### src/design/sab_pkg.sv
`default_nettype none

package sab_pkg;

    // Default geometry, handed to the top-level parameters.
    localparam int SCREEN_W_DEF   = 256;
    localparam int SCREEN_H_DEF   = 256;
    localparam int SPRITE_MAX_DEF = 256;

    // Width of the signed coordinate arithmetic (col + pos - anchor).
    localparam int COORD_W = 18;

    // Width of the screen coordinates on the result channel.
    localparam int PIX_COORD_W = 8;

    // Width of the configuration port address.
    localparam int CFG_AW = 5;

    // Blend constants: full weight is 255 * 256, unit opacity is 256 in Q8.
    localparam logic [15:0] FULL_WEIGHT = 16'd65280;
    localparam logic [8:0]  GALPHA_ONE  = 9'd256;
    localparam logic [7:0]  ALPHA_MAX   = 8'hFF;

    // Register indexes of the configuration port.
    typedef enum logic [2:0] {
        REG_POS_X    = 3'd0,
        REG_POS_Y    = 3'd1,
        REG_ANCHOR_X = 3'd2,
        REG_ANCHOR_Y = 3'd3,
        REG_GALPHA   = 3'd4
    } cfg_reg_t;

    // Configuration values as seen by the datapath.
    typedef struct packed {
        logic [15:0] pos_x;
        logic [15:0] pos_y;
        logic [15:0] anchor_x;
        logic [15:0] anchor_y;
        logic [8:0]  galpha;
    } cfg_t;

    // Truncating division of a blend numerator by 65280.
    // The low byte is dropped first (divide by 256), then the quotient by
    // 255 is formed as (n + 1 + n/256) / 256, which is exact for n <= 65025.
    function automatic logic [7:0] div_full_weight(input logic [23:0] num);
        logic [15:0] n;
        logic [16:0] sum;
        n   = num[23:8];
        sum = 17'(n) + 17'd1 + 17'(n[15:8]);
        return sum[15:8];
    endfunction

endpackage

`default_nettype wire

### src/design/sab_blend.sv
`default_nettype none

module sab_blend (
    input  wire logic        clk,
    input  wire logic        load,
    input  wire logic [31:0] src_pixel,
    input  wire logic [31:0] dst_pixel,
    input  wire logic [15:0] weight,
    output logic      [31:0] pixel
);

    logic [15:0] inv_weight;
    logic [23:0] num_next [3];
    logic [23:0] num_reg  [3];
    logic [8:0]  alpha_sum;
    logic [7:0]  alpha_next;
    logic [7:0]  alpha_reg;

    assign inv_weight = sab_pkg::FULL_WEIGHT - weight;

    // One lane per color channel: weighted sum of source and destination.
    for (genvar c = 0; c < 3; c++)
    begin : g_lane
        assign num_next[c] = 24'(src_pixel[8*c +: 8]) * 24'(weight)
                           + 24'(dst_pixel[8*c +: 8]) * 24'(inv_weight);
    end

    // Alpha channel saturates to the sum of both alphas.
    assign alpha_sum  = 9'(src_pixel[31:24]) + 9'(dst_pixel[31:24]);
    assign alpha_next = alpha_sum[8] ? sab_pkg::ALPHA_MAX : alpha_sum[7:0];

    always_ff @(posedge clk)
    begin
        if (load)
        begin
            num_reg   <= num_next;
            alpha_reg <= alpha_next;
        end
    end

    // Division by the full weight happens after the register.
    assign pixel = {alpha_reg,
                    sab_pkg::div_full_weight(num_reg[2]),
                    sab_pkg::div_full_weight(num_reg[1]),
                    sab_pkg::div_full_weight(num_reg[0])};

endmodule

`default_nettype wire

### config.mk
export PLATFORM = sky130hd
export DESIGN_NAME = sab_blend
export DESIGN_NICKNAME = d
export VERILOG_FILES = /design/src/design/sab_pkg.sv /design/src/design/sab_blend.sv
export SDC_FILE = /design/constraint.sdc
export NUM_CORES = 2
export LEC_CHECK = 0
export BUFFER_PORTS_ARGS = -buffer_cell sky130_fd_sc_hd__clkbuf_2
export CAP_MARGIN = 20
export CORE_MARGIN = 3
export CORE_UTILIZATION = 37
export DETAILED_ROUTE_END_ITERATION = 16
export GPL_TIMING_DRIVEN = 0
export HOLD_SLACK_MARGIN = 0.15
export SLEW_MARGIN = 10
export SYNTH_ARGS = -nofsm -noshare
export SYNTH_HDL_FRONTEND = slang
export SYNTH_SLANG_ARGS = --single-unit
export TNS_END_PERCENT = 20
### constraint.sdc
create_clock -name clk -period 8.1 [get_ports clk]
set_input_delay 1.62 -clock clk [delete_from_list [all_inputs] [get_ports clk]]
set_output_delay 1.62 -clock clk [all_outputs]
set_load 0.01 [all_outputs]
==> flow_summary.yaml <==
run_status:
  status: "finished, violations left"
  violations: "setup timing"
critical_path:
  slowest_delay_ns: 0.58
  crit_top_cell: "fa_1"
  path_delay_family: "adder cells"
  crit_fanout: 6
  crit_type: "input pin to flip-flop"
  worstPathArrival_ns: 8.25
  crit_required_ns: 8.19
  crit_buf_inv: 7
  critPathLaunchType: "input pin"
  worstSetupEndpointType: "flip-flop"
  cp_slowest_cell: "or4_4"
synthesis:
  syn_area_mm2: 0.02692
  yosys_warnings: 0
  synth_cell_types: 66
  synth-async-reset-ratio_pct: 0
  synth.net_count: 3905
  synthCells: 2967
  synth_ff_type: "edfxtp_1"
  synth_seq_cells: 56
  synth_edf_count: 56
  synth_seq_area_share_pct: 6.248
  syn_area_per_cell_um2: 9.072
worst_hold_path:
  holdCritPathClass: "input pin to flip-flop"
  holdPathEnd: "alpha_reg[0]"
  holdCritStartpoint: "dst_pixel[24]"
  hold_depth: 4
finish:
  final_nets: 4062
  nFillCells: 7145
  syn2layout_area_growth_pct: 11.62
  largest_reg_flops: 48
  layout_common_cells: "inv_1, fa_1, nand2_1"
  mostFrequentLayoutCell: "inv_1"
  drive_above_1_share_pct: 9.184
drt:
  wire_per_inst_um: 19.16
  routed_via_density: 4.936
  route.vias.total: 20128
  route.detailed.drc: 0
  drt_iter0_drc: 1199
  drt.antenna.violating_nets: 0
  dr.pass1.iters: 5
  totalWireLength_mm: 78.15
placed_design:
  gp_congestion: 0.9666
  port_buffers: 99
  hpwl_mm: 65.59
sta:
  fmax_ghz: 0.1225
  layout_setup_ws_ns: -0.06357
  setup_viol: 5
  fin_crit_sh_pct: 100.8
  fin_tns_setup_ns: -0.2062
  slew_headroom_pct: 25.60
  tightest_slew_ns: 1.116
  slew_violations: 0
  hold_viol: 0
  rsz0062_at_grt: "yes"
  min_period_ns: 8.164
cts:
  cts_tree: "built"
  path_clk_slew_ns: 0.08
  cts_buffer_depth: 2
  root_buffer: "clkbuf_16"
  numCtsBuffers: 5
  clock_sinks: 56
  cts-htree-levels: 2
floorplan:
  rows: 98
  die_w_um: 275.7
  die_h_um: 275.7
  design.portCount: 114
  core_area_mm2: 0.07173
  start_util_pct: 37.52
  die_area_mm2: 0.07602
global_route:
  grt_pass1_wl_mm: 122.0
  grt_pass1_vias: 21188
  grt_start_max_net_pins: 36
  antenna_found_initial: 5
  track_usage_pct: 21.47
  grt_overflow: 0
job:
  cap_violations: 0
[per-layer routing]
layer	GRT usage, %	part of all wire (%)
met3	4.494	8.6
met2	36.16	48
met1	27.63	40
met5	0	0.054
met4	6.912	3.6
[final cells by class]
type / count / area [µm²] / share of cell area [%]
Multi-Input combinational cell: 2028 / 22390 / 74.52
Inverter: 755 / 2834 / 9.433
Sequential cell: 56 / 1682 / 5.597
Tap cell: 950 / 1189 / 3.956
Timing Repair Buffer: 151 / 954.7 / 3.178
Buffer: 127 / 835.8 / 2.782
Clock buffer: 5 / 125.1 / 0.4165
Clock inverter: 3 / 27.53 / 0.09162
Antenna cell: 3 / 7.507 / 0.02499
[per-stage QoR]
stage	std cells	setup slack, ns	utilization (%)	instance area, µm²	hold WS (ns)
after floorplan	2967	0.04524	-	26920	1.733
after global placement	4016	-1.979	39.88	28610	2.020
after detailed placement	4017	-1.958	39.91	28630	2.019
after CTS	4069	-0.004522	41.55	29800	1.658
after global routing	4076	-0.2443	41.88	30040	1.683
final	4078	-0.06357	41.88	30040	1.671
[cell usage after synthesis (2+ instances only)]
library cell,instances,area (µm²)
edfxtp_1,56,1682
a211oi_1,4,30.03
a221oi_1,2,17.52
nand3_1,24,120.1
and3_1,9,56.30
a211o_1,3,26.28
o21ai_0,23,115.1
nor3_1,6,30.03
a21o_1,28,210.2
a21boi_0,4,30.03
a311oi_1,2,17.52
o41a_1,2,22.52
o21ai_1,2,10.01
clkbuf_1,104,390.4
buf_4,2,15.01
o31ai_1,4,30.03
o21a_1,15,112.6
ha_1,234,2928
nor2_1,26,97.59
nand3b_1,2,15.01
xnor2_1,56,490.5
nor4_1,2,12.51
o21bai_1,3,22.52
buf_1,6,22.52
and4_1,7,61.31
inv_1,755,2834
nand2_2,2,12.51
nand3_2,3,30.03
nand2_1,476,1787
or3_1,4,25.02
fa_1,622,12450
a31oi_1,11,68.82
xor2_1,26,227.7
xor2_2,7,113.9
buf_2,10,50.05
nand4_1,9,56.30
buf_6,5,56.30
a21oi_1,46,230.2
and2_1,328,2052
nor2b_1,5,31.28
o211ai_1,7,52.55
[worst max-delay path by stage]
stage | start | endpoint | cells after the start
after CTS | weight[4] | num_reg[46] | 26
after floorplan | weight[4] | num_reg[71] | 25
after global routing | weight[0] | num_reg[71] | 28
after detailed placement | weight[1] | num_reg[70] | 24
final | weight[4] | num_reg[23] | 26
after global placement | weight[1] | num_reg[70] | 24
[cell families after synthesis]
family	after synthesis	synth area share [%]
xor gates and xnor gates	90	3.152
AOI/OAI and AO/OA	173	4.421
and+or+nand+nor	909	16.51
adders and majority gates	856	57.14
buffers and inverters	883	12.53
DFF	56	6.248
[repair_timing]
item / 4_1_cts / 5_1_grt
endpoints found under the setup margin: 48 / 31
hold buffers: 0 / 0
pin swaps: 44 / 34
resized for setup: 146 / 45
setup buffers: 46 / 6
cloned: 0 / 0
Power is not shown: default switching activity piles up to over one toggle a cycle in this logic, so the estimate is an artifact.
