==> config.mk <==
export PLATFORM = sky130hd
export DESIGN_NAME = sab_cfg
export DESIGN_NICKNAME = d
export VERILOG_FILES = /design/src/design/sab_pkg.sv /design/src/design/sab_cfg.sv
export SDC_FILE = /design/constraint.sdc
export NUM_CORES = 1
export LEC_CHECK = 0
export BUFFER_PORTS_ARGS = -buffer_cell sky130_fd_sc_hd__buf_2
export CORE_MARGIN = 1
export CORE_UTILIZATION = 43
export DETAILED_ROUTE_END_ITERATION = 8
export PLACE_DENSITY = 0.76
export SYNTH_ARGS = -nofsm -noshare
export SYNTH_HDL_FRONTEND = slang
export SYNTH_SLANG_ARGS = --single-unit
==> constraint.sdc <==
create_clock -name clk -period 1.5 [get_ports clk]
set_input_delay 0.3 -clock clk [delete_from_list [all_inputs] [get_ports clk]]
set_output_delay 0.3 -clock clk [all_outputs]
set_load 0.02 [all_outputs]
==> src/design/sab_pkg.sv <==
`default_nettype none

package sab_pkg;

    // Default geometry, handed to the top-level parameters.
    localparam int SCREEN_W_DEF   = 256;
    localparam int SCREEN_H_DEF   = 256;
    localparam int SPRITE_MAX_DEF = 256;

    // Width of the signed coordinate arithmetic (col + pos - anchor).
    localparam int COORD_W = 18;

    // Width of the screen coordinates on the result channel.
    localparam int PIX_COORD_W = 8;

    // Width of the configuration port address.
    localparam int CFG_AW = 5;

    // Blend constants: full weight is 255 * 256, unit opacity is 256 in Q8.
    localparam logic [15:0] FULL_WEIGHT = 16'd65280;
    localparam logic [8:0]  GALPHA_ONE  = 9'd256;
    localparam logic [7:0]  ALPHA_MAX   = 8'hFF;

    // Register indexes of the configuration port.
    typedef enum logic [2:0] {
        REG_POS_X    = 3'd0,
        REG_POS_Y    = 3'd1,
        REG_ANCHOR_X = 3'd2,
        REG_ANCHOR_Y = 3'd3,
        REG_GALPHA   = 3'd4
    } cfg_reg_t;

    // Configuration values as seen by the datapath.
    typedef struct packed {
        logic [15:0] pos_x;
        logic [15:0] pos_y;
        logic [15:0] anchor_x;
        logic [15:0] anchor_y;
        logic [8:0]  galpha;
    } cfg_t;

    // Truncating division of a blend numerator by 65280.
    // The low byte is dropped first (divide by 256), then the quotient by
    // 255 is formed as (n + 1 + n/256) / 256, which is exact for n <= 65025.
    function automatic logic [7:0] div_full_weight(input logic [23:0] num);
        logic [15:0] n;
        logic [16:0] sum;
        n   = num[23:8];
        sum = 17'(n) + 17'd1 + 17'(n[15:8]);
        return sum[15:8];
    endfunction

endpackage

`default_nettype wire

==> src/design/sab_cfg.sv <==
`default_nettype none

module sab_cfg (
    input  wire logic                       clk,
    input  wire logic                       rst_n,
    input  wire logic                       psel,
    input  wire logic                       penable,
    input  wire logic                       pwrite,
    input  wire logic [sab_pkg::CFG_AW-1:0] paddr,
    input  wire logic [31:0]                pwdata,
    output logic      [31:0]                prdata,
    output logic                            pready,
    output sab_pkg::cfg_t                   cfg
);

    logic [15:0]       pos_x_reg;
    logic [15:0]       pos_y_reg;
    logic [15:0]       anchor_x_reg;
    logic [15:0]       anchor_y_reg;
    logic [8:0]        galpha_reg;
    logic              wr_en;
    sab_pkg::cfg_reg_t reg_idx;

    // The port never inserts wait states.
    assign pready  = 1'b1;
    assign wr_en   = psel && penable && pwrite && pready;
    assign reg_idx = sab_pkg::cfg_reg_t'(paddr[sab_pkg::CFG_AW-1:2]);

    // Register writes; indexes past the list are ignored.
    always_ff @(posedge clk or negedge rst_n)
    begin
        if (!rst_n)
        begin
            pos_x_reg    <= '0;
            pos_y_reg    <= '0;
            anchor_x_reg <= '0;
            anchor_y_reg <= '0;
            galpha_reg   <= sab_pkg::GALPHA_ONE;
        end
        else if (wr_en)
        begin
            unique case (reg_idx)
                sab_pkg::REG_POS_X:    pos_x_reg    <= pwdata[15:0];
                sab_pkg::REG_POS_Y:    pos_y_reg    <= pwdata[15:0];
                sab_pkg::REG_ANCHOR_X: anchor_x_reg <= pwdata[15:0];
                sab_pkg::REG_ANCHOR_Y: anchor_y_reg <= pwdata[15:0];
                sab_pkg::REG_GALPHA:   galpha_reg   <= pwdata[8:0];
                default:
                begin
                end
            endcase
        end
    end

    // Read-back of the stored values.
    always_comb
    begin
        unique case (reg_idx)
            sab_pkg::REG_POS_X:    prdata = {16'b0, pos_x_reg};
            sab_pkg::REG_POS_Y:    prdata = {16'b0, pos_y_reg};
            sab_pkg::REG_ANCHOR_X: prdata = {16'b0, anchor_x_reg};
            sab_pkg::REG_ANCHOR_Y: prdata = {16'b0, anchor_y_reg};
            sab_pkg::REG_GALPHA:   prdata = {23'b0, galpha_reg};
            default:               prdata = '0;
        endcase
    end

    assign cfg.pos_x    = pos_x_reg;
    assign cfg.pos_y    = pos_y_reg;
    assign cfg.anchor_x = anchor_x_reg;
    assign cfg.anchor_y = anchor_y_reg;
    assign cfg.galpha   = galpha_reg;

endmodule

`default_nettype wire

==> out/metrics.cfg <==
[run_status]
status=finished, violations left
failing_checks=negative setup slack

[yosys]
netlist_area_um2=3530
synth-main-ff-cell=sky130_fd_sc_hd__dfrtp_1
synth_xor_xnor_area_share=0
register_area_share_after_synthesis=0.517
synth.top_cells.by_area=sky130_fd_sc_hd__dfrtp_1 (51%), sky130_fd_sc_hd__mux2_2 (23%), sky130_fd_sc_hd__mux4_2 (4.5%)
synth_warnings=0
cell_count_after_synthesis=243
share_of_flip_flops_with_an_asynchronous_set_or_reset=1.00
synth_compound_gate_area_share=0.0545
synth-edff-count=0
synthSimpleGateAreaFrac=0.0428
multiplexer_area_fraction_after_synthesis=0.316
postSynthAreaPerCell_um2=14.5
synth_top_family_by_area=multiplexers
synth_top_cells_by_count=sky130_fd_sc_hd__dfrtp_1 (72), sky130_fd_sc_hd__mux2_2 (72), sky130_fd_sc_hd__buf_4 (18), sky130_fd_sc_hd__mux2_4 (10), sky130_fd_sc_hd__nor2b_1 (10)
synth.top_cell.area_share=0.510
synth.largest_area_cell=sky130_fd_sc_hd__dfrtp_1
synth_adder_area_share=0
yosys_register_bits=73
yosys.cell_types.count=27

[setup_path]
crit_path_end_kind=primary output
timing.critical_path.arrival_ns=1.52
worstPathCellList=mux4_2 -> nor2b_4 -> buf_6
endpoint_required_time_on_the_critical_path_ns=1.20
critical_path.max_fanout=2
worst-setup-path-type=reg2out
setup.worst_path.start_class=register
slowest_library_cell_on_the_worst_path=sky130_fd_sc_hd__mux4_2
max_stage_delay_ns=0.50
reg2reg_setup_slack_ns=0.49

[pwr]
powerDensity_nw_per_um2=1280
cell_internal_pwr_uw=4390
p_sw_frac=0.344
p_sw_uw=2300
worst_ir_drop_vdd_mv=0.825
comb_power_share=0.382
share_of_total_power_in_sequential_cells=0.390
power_leakage_uw=0.00272
clockPowerShare=0.227

[clock_tree]
worstSkewPairLatency_ns=0.34
cts_tree=yes
clock_buffers_created_by_tritoncts=9
cts.htree.levels=3
clock_sinks=73
cts-root-buf=sky130_fd_sc_hd__clkbuf_8
clk_path_buf_depth=2
clock_pin_slew_on_the_worst_setup_and_hold_paths_ns=0.08

[sta]
layout_worst_path_cycle_share=1.22
max_freq_mhz=548
setup_slack_ns=-0.323
final_period_minus_worst_setup_slack_ns=1.82
setup_tns_ns=-3.92
grt_setup_unrepaired=yes
slew_violations=0
worst_clock_skew_ns=0
timing.final.setup_violations=16
finalHoldViolations=0

[final_layout]
fin_nets=480
post_layout_nonfiller_instances=544
syn_to_final_growth_pct=47.9
antenna_cells_inserted=0
layout-drive-gt1-share=0.751

[global_route]
grt.total_usage=0.233
initial_antenna_violation_count=0
grt_remaining_overflow=0
grt_max_degree=34
first_pass_grt_wire_length_um=14800
number_of_global_route_vias_before_repair=2791

[detailed_routing]
vias_per_cell=5.14
wire_per_inst_um=17.9
detail_route.iter0.violations=86
wl_um=9750
vias=2798
remaining_drc_errors=0
first_pass_iters=4
route.antenna.remaining_nets=0

[floorplanning]
i_o_pin_total=148
initial_core_util=0.450
fp.dieH_um=92.7
die-area_um2=8590
die_w_um=92.7
placeableCoreArea_um2=7850
rows=32

[place]
gpl.final_weighted_congestion=0.748
place.port_buffers=112
numPlacedInstances=478
dp_slack_ns=-0.292
place.detailed.hpwl_um=6510

[flow_run]
drv.max_cap_violation_count=0

[worst_hold_path]
hp-class=in2reg

critical path: cells and delay by family (launching register included):
kind | cells | cell delay [ns]
mux | 1 | 0.50
flops | 1 | 0.39
simple gates | 1 | 0.16
buf+inv | 1 | 0.13
final timing paths:
| kind | cells past startpoint | endpoint | start |
|---|---|---|---|
| min reg2reg | 1 | anchor_x_reg[7] | anchor_x_reg[7] |
| max reg2reg | 3 | anchor_y_reg[7] | anchor_y_reg[7] |
| max in group asynchronous | 3 | anchor_y_reg[15] | rst_n |
| max | 3 | prdata[12] | anchor_y_reg[12] |
| min | 2 | pos_x_reg[11] | pwdata[11] |
| min in group asynchronous | 2 | anchor_y_reg[12] | rst_n |
power by group through the flow:
stage                     Combinational [µW]  Sequential, µW  Clock (µW)
after floorplan                          794            3120           0
after global placement                  1940            2660           0
after detailed placement                1980            2680           0
after CTS                               2410            2600        1570
after global routing                    2710            2660        1640
final                                   2560            2610        1520
what timing repair did:
item / in CTS / in global routing
endpoints found under the hold margin: 23 / 0
setup buffers: 39 / 11
gates resized for setup: 26 / 19
gates cloned: 0 / 0
pin swaps: 6 / 8
endpoints found under the setup margin: 16 / 16
hold buffers: 1 / 0
per-stage QoR:
| stage | util | hold slack (ns) | total power, µW | area (µm²) |
|---|---|---|---|---|
| after detailed placement | 0.568 | 0.235 | 4660 | 4460 |
| final | 0.666 | 0.220 | 6690 | 5230 |
| after global placement | 0.568 | 0.226 | 4600 | 4460 |
| after floorplan | - | 0.00441 | 3910 | 3650 |
| after global routing | 0.666 | 0.201 | 7010 | 5230 |
| after CTS | 0.646 | 0.199 | 6580 | 5070 |
final cells by class:
| type | count | area (µm²) |
|---|---|---|
| fillers | 598 | 2620 |
| clock buffers | 9 | 124 |
| repair buffers | 200 | 1390 |
| clock inverters | 6 | 68.8 |
| flip-flops and latches | 73 | 1830 |
| well taps | 102 | 128 |
| inverters | 1 | 3.75 |
| multi-input cells | 153 | 1690 |
cell usage in the layout (no fill, tap or decap), types with 2 or more instances in the layout:
cell type	instances
sky130_fd_sc_hd__buf_12	7
sky130_fd_sc_hd__buf_2	99
sky130_fd_sc_hd__mux2_2	65
sky130_fd_sc_hd__dfrtp_1	72
sky130_fd_sc_hd__a22oi_1	8
sky130_fd_sc_hd__mux4_2	7
sky130_fd_sc_hd__a32oi_2	9
sky130_fd_sc_hd__buf_6	11
sky130_fd_sc_hd__nor2b_1	7
sky130_fd_sc_hd__nand2_1	2
sky130_fd_sc_hd__o21ai_2	9
sky130_fd_sc_hd__clkinv_4	2
sky130_fd_sc_hd__nor2b_4	2
sky130_fd_sc_hd__clkbuf_8	9
sky130_fd_sc_hd__buf_4	82
sky130_fd_sc_hd__mux2_4	17
sky130_fd_sc_hd__conb_1	17
kinds of logic (layout without fill, tap and decap cells):
family                 count (synthesis)  after routing
multiplexers                          89             89
AO/OA/AOI/OAI                         27             27
AND/OR/NAND/NOR                       20             20
flip-flops                            73             73
other                                  2             17
buffers and inverters                 32            216
layer usage:
| metal | global-route usage | vias up | wire (µm) |
|---|---|---|---|
| li1 | - | 1259 | - |
| met1 | 0.283 | 1423 | 3980 |
| met2 | 0.402 | 99 | 5040 |
| met3 | 0.0599 | 17 | 486 |
| met4 | 0.0833 | 0 | 244 |
| met5 | 0 | - | 0 |
Power figures use the tool's default switching activity.
